--- src/crcfpe_pkg.sv ---
// crcfpe_pkg: constants, sequence positions and crc step functions for the
// framed packet encoder; no dependencies
package crcfpe_pkg;

  localparam logic [7:0]  SYNC_BYTE    = 8'h55;
  localparam logic [7:0]  CRC8_INIT    = 8'h77;
  localparam logic [7:0]  CRC8_POLY    = 8'h8C;
  localparam logic [15:0] CRC16_INIT   = 16'h3692;
  localparam logic [15:0] CRC16_POLY   = 16'h8408;
  localparam logic [9:0]  MAX_PAYLOAD  = 10'd1010;
  localparam logic [10:0] FRAME_OVERHEAD = 11'd13;
  localparam logic [7:0]  VERSION_BITS = 8'h04;

  localparam int IN_WIDTH  = 80;
  localparam int OUT_WIDTH = 8;

  // byte positions within the results of one input item
  localparam logic [3:0] POS_SYNC     = 4'd0;
  localparam logic [3:0] POS_LEN_LO   = 4'd1;
  localparam logic [3:0] POS_LEN_HI   = 4'd2;
  localparam logic [3:0] POS_HDR_CRC  = 4'd3;
  localparam logic [3:0] POS_SRC      = 4'd4;
  localparam logic [3:0] POS_DST      = 4'd5;
  localparam logic [3:0] POS_SEQ_LO   = 4'd6;
  localparam logic [3:0] POS_SEQ_HI   = 4'd7;
  localparam logic [3:0] POS_FLAGS    = 4'd8;
  localparam logic [3:0] POS_CMD_SET  = 4'd9;
  localparam logic [3:0] POS_CMD_ID   = 4'd10;
  localparam logic [3:0] POS_DATA     = 4'd11;
  localparam logic [3:0] POS_CRC_LO   = 4'd12;
  localparam logic [3:0] POS_CRC_HI   = 4'd13;

  // reflected crc-8 over one byte
  function automatic logic [7:0] crc8_step(input logic [7:0] c, input logic [7:0] b);
    logic [7:0] r;
    r = c ^ b;
    for (int i = 0; i < 8; i++) begin
      r = r[0] ? ((r >> 1) ^ CRC8_POLY) : (r >> 1);
    end
    return r;
  endfunction

  // reflected crc-16 over one byte
  function automatic logic [15:0] crc16_step(input logic [15:0] c, input logic [7:0] b);
    logic [15:0] r;
    r = c ^ {8'h00, b};
    for (int i = 0; i < 8; i++) begin
      r = r[0] ? ((r >> 1) ^ CRC16_POLY) : (r >> 1);
    end
    return r;
  endfunction

endpackage

--- src/crc_framed_packet_encoder.sv ---
// Framed packet encoder: crc-8 protected header, crc-16 trailer.
// Each accepted item is held in the work registers and its bytes are loaded into the
// output register; bytes leave one per cycle while m_axis_tready is high, a rate set
// by the single output byte lane. A payload item yields 1 byte (3 for the last one),
// a start item 12 bytes (14 with a one-byte payload, 13 if empty, 1 if too long).
// Reset (rst, synchronous, active high): idle, no frame open, crc at its seed.
module crc_framed_packet_encoder (
  input  logic        clk,
  input  logic        rst,
  // fields from bit 0: data_byte[7:0], source_addr[15:8], dest_addr[23:16],
  // seq_number[39:24], flag_bits[47:40], cmd_set[55:48], cmd_id[63:56],
  // payload_len[73:64], zero fill[79:74]
  input  logic [crcfpe_pkg::IN_WIDTH-1:0]  s_axis_tdata,
  input  logic        s_axis_tvalid,
  output logic        s_axis_tready,
  // fields from bit 0: out_byte[7:0]
  output logic [crcfpe_pkg::OUT_WIDTH-1:0] m_axis_tdata,
  output logic        m_axis_tlast,   // frame_end
  output logic        m_axis_tuser,   // too_long
  output logic        m_axis_tvalid,
  input  logic        m_axis_tready
);

  // held input item
  logic        work_valid;
  logic [3:0]  pos;
  logic [7:0]  w_data;
  logic [7:0]  w_src;
  logic [7:0]  w_dst;
  logic [15:0] w_seq;
  logic [7:0]  w_flags;
  logic [7:0]  w_cmd_set;
  logic [7:0]  w_cmd_id;
  logic [9:0]  w_plen;

  // frame state
  logic        in_frame, in_frame_next;
  logic [9:0]  bytes_left, bytes_left_next;
  logic [15:0] crc16, crc16_next;
  logic [7:0]  crc8, crc8_next;
  logic [3:0]  pos_next;

  // sequencer outputs
  logic        out_load;
  logic        step;
  logic        work_done;
  logic [7:0]  emit_byte;
  logic        emit_end;
  logic        emit_err;
  logic [7:0]  hdr_byte;
  logic [10:0] total_len;
  logic [9:0]  remaining;
  logic        in_xfer;

  assign out_load      = !m_axis_tvalid || m_axis_tready;
  assign step          = work_valid && out_load;
  assign s_axis_tready = !work_valid || work_done;
  assign in_xfer       = s_axis_tvalid && s_axis_tready;

  assign total_len = {1'b0, w_plen} + crcfpe_pkg::FRAME_OVERHEAD;

  // header byte at the current position
  always_comb begin
    hdr_byte = 8'h00;
    unique case (pos)
      crcfpe_pkg::POS_SYNC:    hdr_byte = crcfpe_pkg::SYNC_BYTE;
      crcfpe_pkg::POS_LEN_LO:  hdr_byte = total_len[7:0];
      crcfpe_pkg::POS_LEN_HI:  hdr_byte = crcfpe_pkg::VERSION_BITS | {6'd0, total_len[9:8]};
      crcfpe_pkg::POS_HDR_CRC: hdr_byte = crc8;
      crcfpe_pkg::POS_SRC:     hdr_byte = w_src;
      crcfpe_pkg::POS_DST:     hdr_byte = w_dst;
      crcfpe_pkg::POS_SEQ_LO:  hdr_byte = w_seq[7:0];
      crcfpe_pkg::POS_SEQ_HI:  hdr_byte = w_seq[15:8];
      crcfpe_pkg::POS_FLAGS:   hdr_byte = w_flags;
      crcfpe_pkg::POS_CMD_SET: hdr_byte = w_cmd_set;
      crcfpe_pkg::POS_CMD_ID:  hdr_byte = w_cmd_id;
      default:                 hdr_byte = 8'h00;
    endcase
  end

  assign remaining = (in_frame ? bytes_left : w_plen) - 10'd1;

  // one byte per step: header, payload byte, then crc trailer, or a single error byte for a too-long request
  always_comb begin
    emit_byte       = 8'h00;
    emit_end        = 1'b0;
    emit_err        = 1'b0;
    work_done       = 1'b0;
    pos_next        = pos;
    crc16_next      = crc16;
    crc8_next       = crc8;
    in_frame_next   = in_frame;
    bytes_left_next = bytes_left;
    if (step) begin
      priority if (!in_frame && pos <= crcfpe_pkg::POS_CMD_ID) begin
        if (pos == crcfpe_pkg::POS_SYNC && w_plen > crcfpe_pkg::MAX_PAYLOAD) begin
          emit_end  = 1'b1;
          emit_err  = 1'b1;
          work_done = 1'b1;
        end else begin
          emit_byte  = hdr_byte;
          crc16_next = crcfpe_pkg::crc16_step(crc16, hdr_byte);
          if (pos == crcfpe_pkg::POS_SYNC) begin
            crc8_next = crcfpe_pkg::crc8_step(crcfpe_pkg::CRC8_INIT, crcfpe_pkg::SYNC_BYTE);
          end else if (pos == crcfpe_pkg::POS_LEN_LO || pos == crcfpe_pkg::POS_LEN_HI) begin
            crc8_next = crcfpe_pkg::crc8_step(crc8, hdr_byte);
          end
          if (pos == crcfpe_pkg::POS_CMD_ID) begin
            pos_next = (w_plen == 10'd0) ? crcfpe_pkg::POS_CRC_LO : crcfpe_pkg::POS_DATA;
          end else begin
            pos_next = pos + 4'd1;
          end
        end
      end else if (pos == crcfpe_pkg::POS_DATA) begin
        emit_byte  = w_data;
        crc16_next = crcfpe_pkg::crc16_step(crc16, w_data);
        if (remaining == 10'd0) begin
          pos_next = crcfpe_pkg::POS_CRC_LO;
        end else begin
          in_frame_next   = 1'b1;
          bytes_left_next = remaining;
          work_done       = 1'b1;
        end
      end else if (pos == crcfpe_pkg::POS_CRC_LO) begin
        emit_byte = crc16[7:0];
        pos_next  = crcfpe_pkg::POS_CRC_HI;
      end else begin
        emit_byte       = crc16[15:8];
        emit_end        = 1'b1;
        in_frame_next   = 1'b0;
        bytes_left_next = 10'd0;
        crc16_next      = crcfpe_pkg::CRC16_INIT;
        work_done       = 1'b1;
      end
    end
  end

  // control and frame state
  always_ff @(posedge clk) begin
    if (rst) begin
      work_valid <= 1'b0;
      pos        <= crcfpe_pkg::POS_SYNC;
      in_frame   <= 1'b0;
      bytes_left <= 10'd0;
      crc16      <= crcfpe_pkg::CRC16_INIT;
      crc8       <= crcfpe_pkg::CRC8_INIT;
      m_axis_tvalid <= 1'b0;
    end else begin
      in_frame   <= in_frame_next;
      bytes_left <= bytes_left_next;
      crc16      <= crc16_next;
      crc8       <= crc8_next;
      if (in_xfer) begin
        work_valid <= 1'b1;
        pos        <= in_frame_next ? crcfpe_pkg::POS_DATA : crcfpe_pkg::POS_SYNC;
      end else begin
        if (work_done) begin
          work_valid <= 1'b0;
        end
        pos <= pos_next;
      end
      if (out_load) begin
        m_axis_tvalid <= step;
      end
    end
  end

  // item payload capture
  always_ff @(posedge clk) begin
    if (in_xfer) begin
      w_data    <= s_axis_tdata[7:0];
      w_src     <= s_axis_tdata[15:8];
      w_dst     <= s_axis_tdata[23:16];
      w_seq     <= s_axis_tdata[39:24];
      w_flags   <= s_axis_tdata[47:40];
      w_cmd_set <= s_axis_tdata[55:48];
      w_cmd_id  <= s_axis_tdata[63:56];
      w_plen    <= s_axis_tdata[73:64];
    end
  end

  // output register
  always_ff @(posedge clk) begin
    if (out_load) begin
      m_axis_tdata <= emit_byte;
      m_axis_tlast <= emit_end;
      m_axis_tuser <= emit_err;
    end
  end

  // checks
  a_err_is_last: assert property (@(posedge clk) disable iff (rst)
    m_axis_tvalid && m_axis_tuser |-> m_axis_tlast)
    else $error("error result without frame end");

  a_left_only_in_frame: assert property (@(posedge clk) disable iff (rst)
    !in_frame |-> bytes_left == 10'd0)
    else $error("payload count set outside a frame");

  a_pos_range: assert property (@(posedge clk) disable iff (rst)
    work_valid |-> pos <= crcfpe_pkg::POS_CRC_HI)
    else $error("sequence position out of range");

  a_crc_seed_at_start: assert property (@(posedge clk) disable iff (rst)
    !in_frame && work_valid && pos == crcfpe_pkg::POS_SYNC |-> crc16 == crcfpe_pkg::CRC16_INIT)
    else $error("crc not at seed at frame start");

  a_done_frees_input: assert property (@(posedge clk) disable iff (rst)
    work_done |-> s_axis_tready)
    else $error("finished item does not free the input");

endmodule

--- config.mk ---
export PLATFORM = sky130hd
export DESIGN_NAME = crc_framed_packet_encoder
export DESIGN_NICKNAME = d
export VERILOG_FILES = /design/src/crcfpe_pkg.sv /design/src/crc_framed_packet_encoder.sv
export SDC_FILE = /design/constraint.sdc
export NUM_CORES = 1
export LEC_CHECK = 0
export BUFFER_PORTS_ARGS = -buffer_cell sky130_fd_sc_hd__buf_2
export CELL_PAD_IN_SITES_DETAIL_PLACEMENT = 0
export CELL_PAD_IN_SITES_GLOBAL_PLACEMENT = 1
export CORE_MARGIN = 2
export CORE_UTILIZATION = 40
export DETAILED_ROUTE_END_ITERATION = 6
export GPL_TIMING_DRIVEN = 0
export PLACE_DENSITY_LB_ADDON = 0.1
export SLEW_MARGIN = 20
export SYNTH_ARGS = -nofsm -noshare
export SYNTH_HDL_FRONTEND = slang
export SYNTH_SLANG_ARGS = --single-unit
--- constraint.sdc ---
create_clock -name clk -period 4.6 [get_ports clk]
set_input_delay 0.92 -clock clk [delete_from_list [all_inputs] [get_ports clk]]
set_output_delay 0.92 -clock clk [all_outputs]
set_load 0.05 [all_outputs]
==> summary.txt <==
Timing
  – Final setup violation count: 0
  – Max-slew headroom: 0.416
  – Fin crit share: 0.960
  – Post-layout min period: around 4.4 ns
  – Fmax: roughly 0.23 GHz
  – Setup Skew: just over 0.007 ns
  – Final Hold Fails: 0
  – Max Slew Vio Count: 0
  – Worst Max-Slew Pin Slew: just under 0.9 ns
  – RSZ-0062 raised after global routing: no
  – Setup_tns: 0 ns

Power
  – Psw: ~0.00094 W
  – Design internal power: ~0.0024 W
  – Pleak: roughly 3 nW
  – Part of the power in combinational logic: 0.205
  – Peak supply drop: around 0.00027 V
  – Sequential fraction of design power: 0.397
  – Clock power share: 0.398
  – Power per Cell Area: 420 nW/um^2
  – Switching share of total power: 0.278

Floorplanning
  – Die Span X: 133 um
  – Boundary Pins: 96
  – Num rows: 47
  – Core region area: about 16000 um^2
  – Die ar.: approximately 18000 um^2
  – Die height: 133 um
  – Initial Utilization: 0.406

Yosys
  – Part of the Yosys area used for sequential elements: 0.500
  – Seq cells post-synth: about 130
  – Post-synthesis cell type count: 80
  – Share of synthesized registers carrying an async set or reset: 0
  – Ys flop type: edfxtp_1
  – Post-Syn Area: between 6000 and 7000 um^2
  – Post-synthesis cell count: a little over 600
  – Syn_area_per_cell: between 10 and 15 um^2
  – Yosys warnings: 0
  – EDFF count, synth: 84
  – Syn nets: between 700 and 800

Layout
  – Area Growth Syn to Fin: 20.1%
  – Layout cell share with drive strength beyond 1: 0.190
  – Layout Nets: around 820
  – Final core utilization: 0.487
  – Commonest non-fill, non-tap cells in the layout: buf_2, edfxtp_1, dfxtp_1
  – # diodes: 0
  – Non-Filler Instances: approximately 960
  – Commonest non-fill, non-tap cell in the layout: buf_2

Placement
  – # port buffers: about 90
  – Dpl cells: 926
  – RePlAce Congestion: 0.871
  – DP Wirelength: 13200 um

Outcome
  – Status: finished, final reports clean

Critical path
  – CP bufs+invs: 4
  – Worst Path Arrival: 3.50 ns
  – Crit path depth: 11
  – Crit-path cells: clkbuf_4 > buf_4 > mux2i_1 > ha_2 > o21ai_0 > xor2_1 > a2111oi_4 > nand4_2 > a31oi_4 > inv_2 > buf_2
  – Max FO, Critical Path: 19
  – CP endpoint kind: output pin
  – Slowest stage delay, CP: 0.44 ns
  – CP Class: flip-flop to output pin
  – Critical Path RT: between 3 and 4 ns
  – Worst path top cell family by delay: compound AO/OA/AOI/OAI gates
  – Reg2reg end: pos[1]
  – Startpoint Class: flip-flop
  – Reg-to-Reg Start: pos[0]
  – R2R depth: 11
  – Slowest stage cell on the critical path: a2111oi_4
  – Worst setup startpoint: in_frame
  – Critical Path End: s_axis_tready
  – Worst reg2reg setup slack: 0.49 ns

Routing
  – Vias per cell: approximately 5.7
  – Via Count: between 5000 and 6000
  – Pre-Repair DR Iteration Count: 6
  – Initial DRC Count: between 400 and 500
  – Final wirelength: roughly 18000 um
  – DRC Markers: 0
  – Average wire per cell in the routed design: between 15 and 20 um
  – Post-DRT Antenna Nets: 0

Clock network
  – CTS tree: built
  – Clock Latency Late Sink: between 0.4 and 0.5 ns
  – CTS Buffer Depth: 2
  – Root buf cell: clkbuf_16
  – Post-CTS Setup Repair Bufs: 0
  – Clock sinks: 125
  – Clock transition at the registers of the reported paths: 0.06 ns
  – Num CTS Buffers: 17
  – H-tree levels: 4

Worst hold path
  – Worst Hold Class: flip-flop to flip-flop

Global routing
  – Vias in the first global route: a little over 5000
  – First-pass GRT wire length: roughly 29000 um
  – Pin count of the biggest net entering global routing: 59
  – Antenna violations before repair: 0
  – Congestion Overflow GR: 0
  – GRT Overall Usage: 0.211

Flow run
  – MaxCap Viol Count: 0
[worst min path at each step]
stage | endpoint | slack, ns | cells after the start | start
2_1_floorplan | bytes_left[9] | 0.45 | 2 | bytes_left[9]
3_3_place_gp | crc16[5] | 0.48 | 2 | crc16[5]
3_5_place_dp | crc16[5] | 0.49 | 2 | crc16[5]
4_1_cts | crc16[5] | 0.49 | 2 | crc16[5]
5_1_grt | m_axis_tvalid | 0.53 | 2 | work_valid
6_report | crc16[5] | 0.50 | 2 | crc16[5]
[per-layer routing]
layer,global-route usage,share of wire
met5,0,0
met4,0.0768,0.022
met3,0.0358,0.052
met2,0.328,0.47
met1,0.297,0.46
[sequential cells by signal (all words and copies together), names as in the netlist, 8 cells and up]
register	cells
w_cmd_set	8
w_src	8
w_cmd_id	8
w_flags	8
w_data	8
w_seq	16
bytes_left	10
w_plen	10
m_axis_tdata	8
crc8	8
w_dst	8
crc16	16
[cells in the mapped netlist, drive strengths merged, types with 11 or more instances]
master   n  share of area
or3     12          0.012
nand2   33          0.019
nand3   22          0.016
xor2    18          0.024
o21ai   28          0.021
a21oi   34          0.025
xnor2   35          0.046
o22ai   12          0.011
a22o    13          0.017
nor3    13          0.010
inv     18          0.010
clkbuf  27          0.015
buf     11         0.0094
dfxtp   41           0.12
mux2i   14          0.021
nor2    38          0.021
a22oi   15          0.017
edfxtp  84           0.38
[power groups by stage]
stage	registers (W)	logic (W)	clock network, W
2_1_floorplan	0.00138	0.000484	0
3_3_place_gp	0.00136	0.000673	0
3_5_place_dp	0.00136	0.000682	0
4_1_cts	0.00134	0.000686	0.00137
5_1_grt	0.00134	0.000749	0.00142
6_report	0.00134	0.000691	0.00134
[what timing repair did]
| action | in CTS | in global routing |
|---|---|---|
| endpoints found under the setup margin | 1 | 1 |
| gates cloned | 0 | 0 |
| hold buffers | 0 | 0 |
| resized for setup | 2 | 1 |
[worst reg2reg max path: cells and delay by family (launching register included)]
kind	cells	cell delay, ns
AND/OR/NAND/NOR	3	0.86
adder cells (fa/ha/maj)	1	0.31
flip-flops	1	0.36
multiplexers	1	0.35
buffers and inverters	4	1.45
AO/OA/AOI/OAI	2	0.68
[cells by family (layout without fill, tap and decap cells)]
| family | count (synthesis) | in the layout | share of synthesized area |
|---|---|---|---|
| AO/OA/AOI/OAI | 177 | 177 | 0.195 |
| XOR/XNOR | 59 | 59 | 0.0899 |
| adder cells (fa/ha/maj) | 9 | 9 | 0.0169 |
| buffers and inverters | 56 | 176 | 0.0347 |
| flip-flops | 125 | 125 | 0.500 |
| multiplexers | 15 | 15 | 0.0227 |
| AND/OR/NAND/NOR | 176 | 176 | 0.141 |
[stage by stage]
step / instance area (um^2) / power [W] / hold WS (ns) / worst slack [ns]
floorplan: 6680 / 0.00186 / 0.454 / 0.842
global placement: 7400 / 0.00203 / 0.485 / -0.0234
detailed placement: 7430 / 0.00204 / 0.486 / 0.266
CTS: 8010 / 0.00339 / 0.495 / 0.0926
global route: 8020 / 0.00352 / 0.533 / 0.0110
finish: 8020 / 0.00337 / 0.498 / 0.183
[area by class of cell]
type | instances | area (um^2)
plain buffers | 37 | 164
clock buffers | 21 | 440
clock inverters | 11 | 145
fillers | 1585 | 8450
inverters | 18 | 70.1
multi-input cells | 436 | 3110
flip-flops and latches | 125 | 3340
well taps | 220 | 275
repair buffers | 89 | 468
Note: power is estimated with default switching activity, not from simulation.
